**config.mk**
```make
export PLATFORM = sky130hd
export DESIGN_NAME = erqt_div_cell
export DESIGN_NICKNAME = d
export VERILOG_FILES = /design/src/hdl/erqt_pkg.sv /design/src/hdl/erqt_div_cell.sv
export SDC_FILE = /design/constraint.sdc
export NUM_CORES = 1
export LEC_CHECK = 0
export BUFFER_PORTS_ARGS = -buffer_cell sky130_fd_sc_hd__buf_2
export CAP_MARGIN = 30
export CORE_ASPECT_RATIO = 0.6
export CORE_UTILIZATION = 40
export CTS_BUF_LIST = sky130_fd_sc_hd__clkbuf_4
export CTS_CLUSTER_DIAMETER = 120
export DETAILED_ROUTE_END_ITERATION = 10
export REMOVE_ABC_BUFFERS = 1
export SETUP_SLACK_MARGIN = 0.05
export SYNTH_ARGS = -nofsm -noshare
export SYNTH_HDL_FRONTEND = slang
export SYNTH_SLANG_ARGS = --single-unit
```
**constraint.sdc**
```tcl
create_clock -name clk -period 3.83 [get_ports clk]
set_clock_uncertainty 0.05 [all_clocks]
set_input_delay 0.1915 -clock clk [delete_from_list [all_inputs] [get_ports clk]]
set_output_delay 0.1915 -clock clk [all_outputs]
set_load 0.1 [all_outputs]
```
**src/hdl/erqt_pkg.sv**
```systemverilog
package erqt_pkg;

  localparam int DIMENSIONS_DEF = 3;
  localparam int FRAC_BITS = 30;
  localparam int DIV_STEPS = FRAC_BITS + 1;

  localparam logic signed [32:0] THIRD_Q30 = 33'sd357913941;
  localparam logic [31:0] ONE_Q30 = 32'd1 << FRAC_BITS;

  localparam logic [1:0] AXIS_X = 2'd0;
  localparam logic [1:0] AXIS_Y = 2'd1;
  localparam logic [1:0] AXIS_Z = 2'd2;

  typedef enum logic [2:0] {
    REG_ORDER_STRENGTH = 3'd0,
    REG_ESCAPE_RADIUS  = 3'd1,
    REG_CENTER_X       = 3'd2,
    REG_CENTER_Y       = 3'd3,
    REG_CENTER_Z       = 3'd4,
    REG_AXIS_SELECT    = 3'd5
  } cfg_reg_t;

  typedef struct packed {
    logic [61:0]        den;
    logic [2:0][61:0]   rem;
    logic [2:0][30:0]   quo;
    logic               neg_u;
    logic               neg_v;
    logic               ax_pos;
    logic               den_zero;
    logic [1:0]         axis;
  } div_t;

  function automatic logic signed [65:0] rnd30(input logic signed [65:0] v);
    logic [65:0] m;
    logic [65:0] r;
    m = v[65] ? 66'(-v) : 66'(v);
    r = (m + (66'd1 << (FRAC_BITS - 1))) >> FRAC_BITS;
    return v[65] ? -$signed(r) : $signed(r);
  endfunction

endpackage

```
**src/hdl/erqt_div_cell.sv**
```systemverilog
module erqt_div_cell #(
  parameter bit SHIFT_FIRST = 1'b1
) (
  input  logic           clk,
  input  logic           rst,
  input  logic           en,
  input  logic           in_valid,
  input  erqt_pkg::div_t in_data,
  output logic           out_valid,
  output erqt_pkg::div_t out_data
);

  erqt_pkg::div_t data_next;
  logic [62:0] sh;
  logic        bit_q;

  always_comb begin
    data_next = in_data;
    for (int k = 0; k < 3; k++) begin
      sh = SHIFT_FIRST ? {in_data.rem[k], 1'b0} : {1'b0, in_data.rem[k]};
      bit_q = (sh >= {1'b0, in_data.den});
      data_next.rem[k] = bit_q ? 62'(sh - {1'b0, in_data.den}) : sh[61:0];
      data_next.quo[k] = {in_data.quo[k][29:0], bit_q};
    end
  end

  always_ff @(posedge clk) begin
    if (rst) begin
      out_valid <= 1'b0;
    end else if (en) begin
      out_valid <= in_valid;
    end
  end

  always_ff @(posedge clk) begin
    if (en) begin
      out_data <= data_next;
    end
  end

endmodule

```
==> flow_metrics.tcl <==
set metrics [dict create \
    status "completed" \
    arrival_ps 4380 \
    finalSetupViolCount 0 \
    cts_tree "built" \
    pwr-share-comb 0.478 \
    whs_ps 85.5 \
    finalWirelength_um 108000 \
    path_cells "dlygate4sd3_1 > buf_2 > inv_1 > ha_1 > nor2_1 > a211oi_2 > o21ai_0 > o211ai_1 > buf_4 > a32o_1 > o31a_1 > o21a_4 > buf_4 > nor3_1 > a21oi_1 > dlygate4sd3_1" \
    dr.first_iter.drc_count 2414 \
    drc_errors 0 \
    rsz0062_at_grt "yes" \
    path_clk_slew_ps 90 \
    io_buffers 695 \
    track_usage 0.332 \
    r2r_slack_ps 2600 \
    nets 4327 \
    layout_common_cells "694 x buf_2, 514 x dlygate4sd3_1, 347 x edfxtp_1" \
    ir_worst_vdd_v 0.000347 \
    hold_path.class "in -> reg" \
    yosys_warnings 0 \
    routabilityCongestion 0.989 \
    grt_overflow 0 \
    swShare 0.464 \
    fillers 5187 \
    syn_area_per_cell_um2 10.1 \
    relSlewSlack 0.446 \
    wl_per_cell_um 23.0 \
    synth_flop_cell "edfxtp_1" \
    endpoint_kind "flip-flop" \
    die_w_um 323 \
    power_frac_clock 0.217 \
    slowest_stage "dlygate4sd3_1" \
    drt-pass1-iter-count 5 \
    syn_inst 2444 \
    powerDensity_mw_per_mm2 447 \
    areaGrowthSynthToFinish_pct 47.4 \
    ant_nets 0 \
    maxCapViolCount 0 \
    slew_viol_final 0 \
    synth_edf_count 347 \
    cp.required_ps 4400 \
    grt_pass1_wl_um 156000 \
    start_util 0.405 \
    cts_buffer_depth 3 \
    power_mw 16.3 \
    top_layer_used "met5" \
    io_pins 699 \
    p_int_mw 8.73 \
    grt_pass1_vias 25433 \
    drive_gt1_frac 0.306 \
    rows 70 \
    cts_made_buffers 89 \
    antenna_found_initial 9 \
    die_h_um 195 \
    leakage_nw 15.8 \
    period_needed_ps 3810 \
    critical-path-max-stage-delay_ps 550 \
    clock_latency_ps 860 \
    met3RoutedLength_um 9600 \
    final_common_cell "buf_2" \
    crit_type "in -> reg" \
    synthesis.area_mm2 0.0247 \
    hold_viol 0 \
    worst_slew_pin_slew_ps 823 \
    cts_sinks 348 \
    crit_path_start_kind "input pin" \
    synth-async-reset-ratio 0 \
    period_share 0.994 \
    wl_met2_um 47000 \
    via_per_inst 5.56 \
    die_area_mm2 0.0628 \
    synth_cell_types 89 \
    seq_power_share 0.305 \
    fmax_ghz 0.263 \
    root_buffer "clkbuf_4" \
    core-area_mm2 0.0610 \
    htreeDepth 3 \
    p_sw_mw 7.56 \
    ys_ff_latch 348 \
    yosysSeqAreaShare 0.423 \
    cp_max_fo 7 \
    grt_max_degree 93 \
    dp_hpwl_um 82000 \
    route.vias.total 26050 \
    met1_length_um 48700 \
]
## critical path, delay by kind of cell
family	cells	cell delay, ps
buffers and inverters	6	1940
AO/OA/AOI/OAI	7	1610
AND/OR/NAND/NOR	2	290
adder cells (fa/ha/maj)	1	330
## metrics by stage
step | std cells | util | worst slack [ps] | TNS, ps | cell area, um^2
final | 4684 | 0.598 | 23.9 | 0 | 36400
after global placement | 4003 | 0.491 | -36.8 | -68.7 | 29900
after global routing | 4682 | 0.598 | 44.9 | 0 | 36400
after floorplan | 2344 | - | 213 | 0 | 24200
after detailed placement | 4003 | 0.491 | -169 | -641 | 29900
after CTS | 4666 | 0.594 | 110 | 0 | 36200
## registers in the layout, indices dropped and copies added, names as in the netlist
name,cells
out_data,347
out_valid,1
## metal layers
layer  GRT usage  vias up
li1            -    11987
met1       0.481    12609
met2       0.500     1269
met3      0.0720      181
met4      0.0818        4
met5           0        -
## final timing paths
| kind | to | cells past startpoint | start |
|---|---|---|---|
| max | out_data[163] | 16 | in_data[287] |
| min | out_data[247] | 7 | in_data[284] |
| max reg2reg | out_valid | 3 | out_valid |
| min reg2reg | out_valid | 3 | out_valid |
## repair_timing
| action | 4_1_cts | 5_1_grt |
|---|---|---|
| hold buffers | 514 | 0 |
| gates resized for setup | 0 | 30 |
| endpoints found under the hold margin | 432 | 0 |
| setup endpoints to repair | 0 | 11 |
| buffers inserted | 0 | 7 |
## cell usage after synthesis (5+ instances only)
cell type	n	share of area
o21bai_1	41	0.012
nor2_1	122	0.019
nand2b_1	17	0.0043
nand4_1	69	0.017
clkbuf_1	75	0.011
mux2_2	107	0.049
o2111ai_1	5	0.0018
nor3b_1	6	0.0018
nor4_1	16	0.0041
mux2_4	31	0.019
o21a_1	30	0.0091
mux2i_1	5	0.0020
a31oi_1	19	0.0048
o211ai_1	13	0.0039
and4_1	6	0.0021
a211oi_1	15	0.0046
a211o_1	6	0.0021
inv_1	127	0.019
nor3_1	77	0.016
nor2b_1	20	0.0051
o21ai_0	128	0.026
xnor2_1	98	0.035
xor2_1	60	0.021
a21o_1	70	0.021
o31ai_1	28	0.0085
or2_2	13	0.0033
o31a_1	7	0.0025
and2_1	18	0.0046
ha_1	186	0.094
a21boi_0	12	0.0036
and3_1	21	0.0053
o22ai_1	7	0.0018
nand2_1	190	0.029
a21oi_1	265	0.054
a221oi_1	9	0.0032
a41oi_1	6	0.0021
buf_6	11	0.0050
nand3_1	50	0.010
o21ai_1	5	0.0010
buf_2	10	0.0020
a31o_2	5	0.0018
or3_1	5	0.0013
a221o_1	6	0.0024
edfxtp_1	347	0.42
## power by group through the flow
stage	combinational [mW]	sequential [mW]	clock, mW
after floorplan	2.13	8.37	0
after global placement	7.18	5.03	0
after detailed placement	7.20	5.03	0
after CTS	7.66	4.96	3.56
after global routing	8.11	5.01	3.79
final	7.79	4.98	3.53
## final cells by class
class | instances | area, um^2 | share of cell area
diodes | 11 | 27.5 | 0.000756
clock buffers | 123 | 923 | 0.0253
clock inverters | 26 | 236 | 0.00649
inverters | 130 | 512 | 0.0140
multi-input cells | 1866 | 13400 | 0.368
flip-flops and latches | 348 | 10400 | 0.287
well taps | 828 | 1040 | 0.0284
repair buffers | 1352 | 9850 | 0.270
## logic make-up after synthesis
kind of cell | after synthesis | share of synthesized area
AOI/OAI and AO/OA | 724 | 0.186
muxes | 143 | 0.0696
adders and majority gates | 189 | 0.0966
and+or+nand+nor | 652 | 0.130
DFF | 348 | 0.423
xor gates and xnor gates | 158 | 0.0560
buffers and inverters | 230 | 0.0390
(Power assumes the default switching activity.)
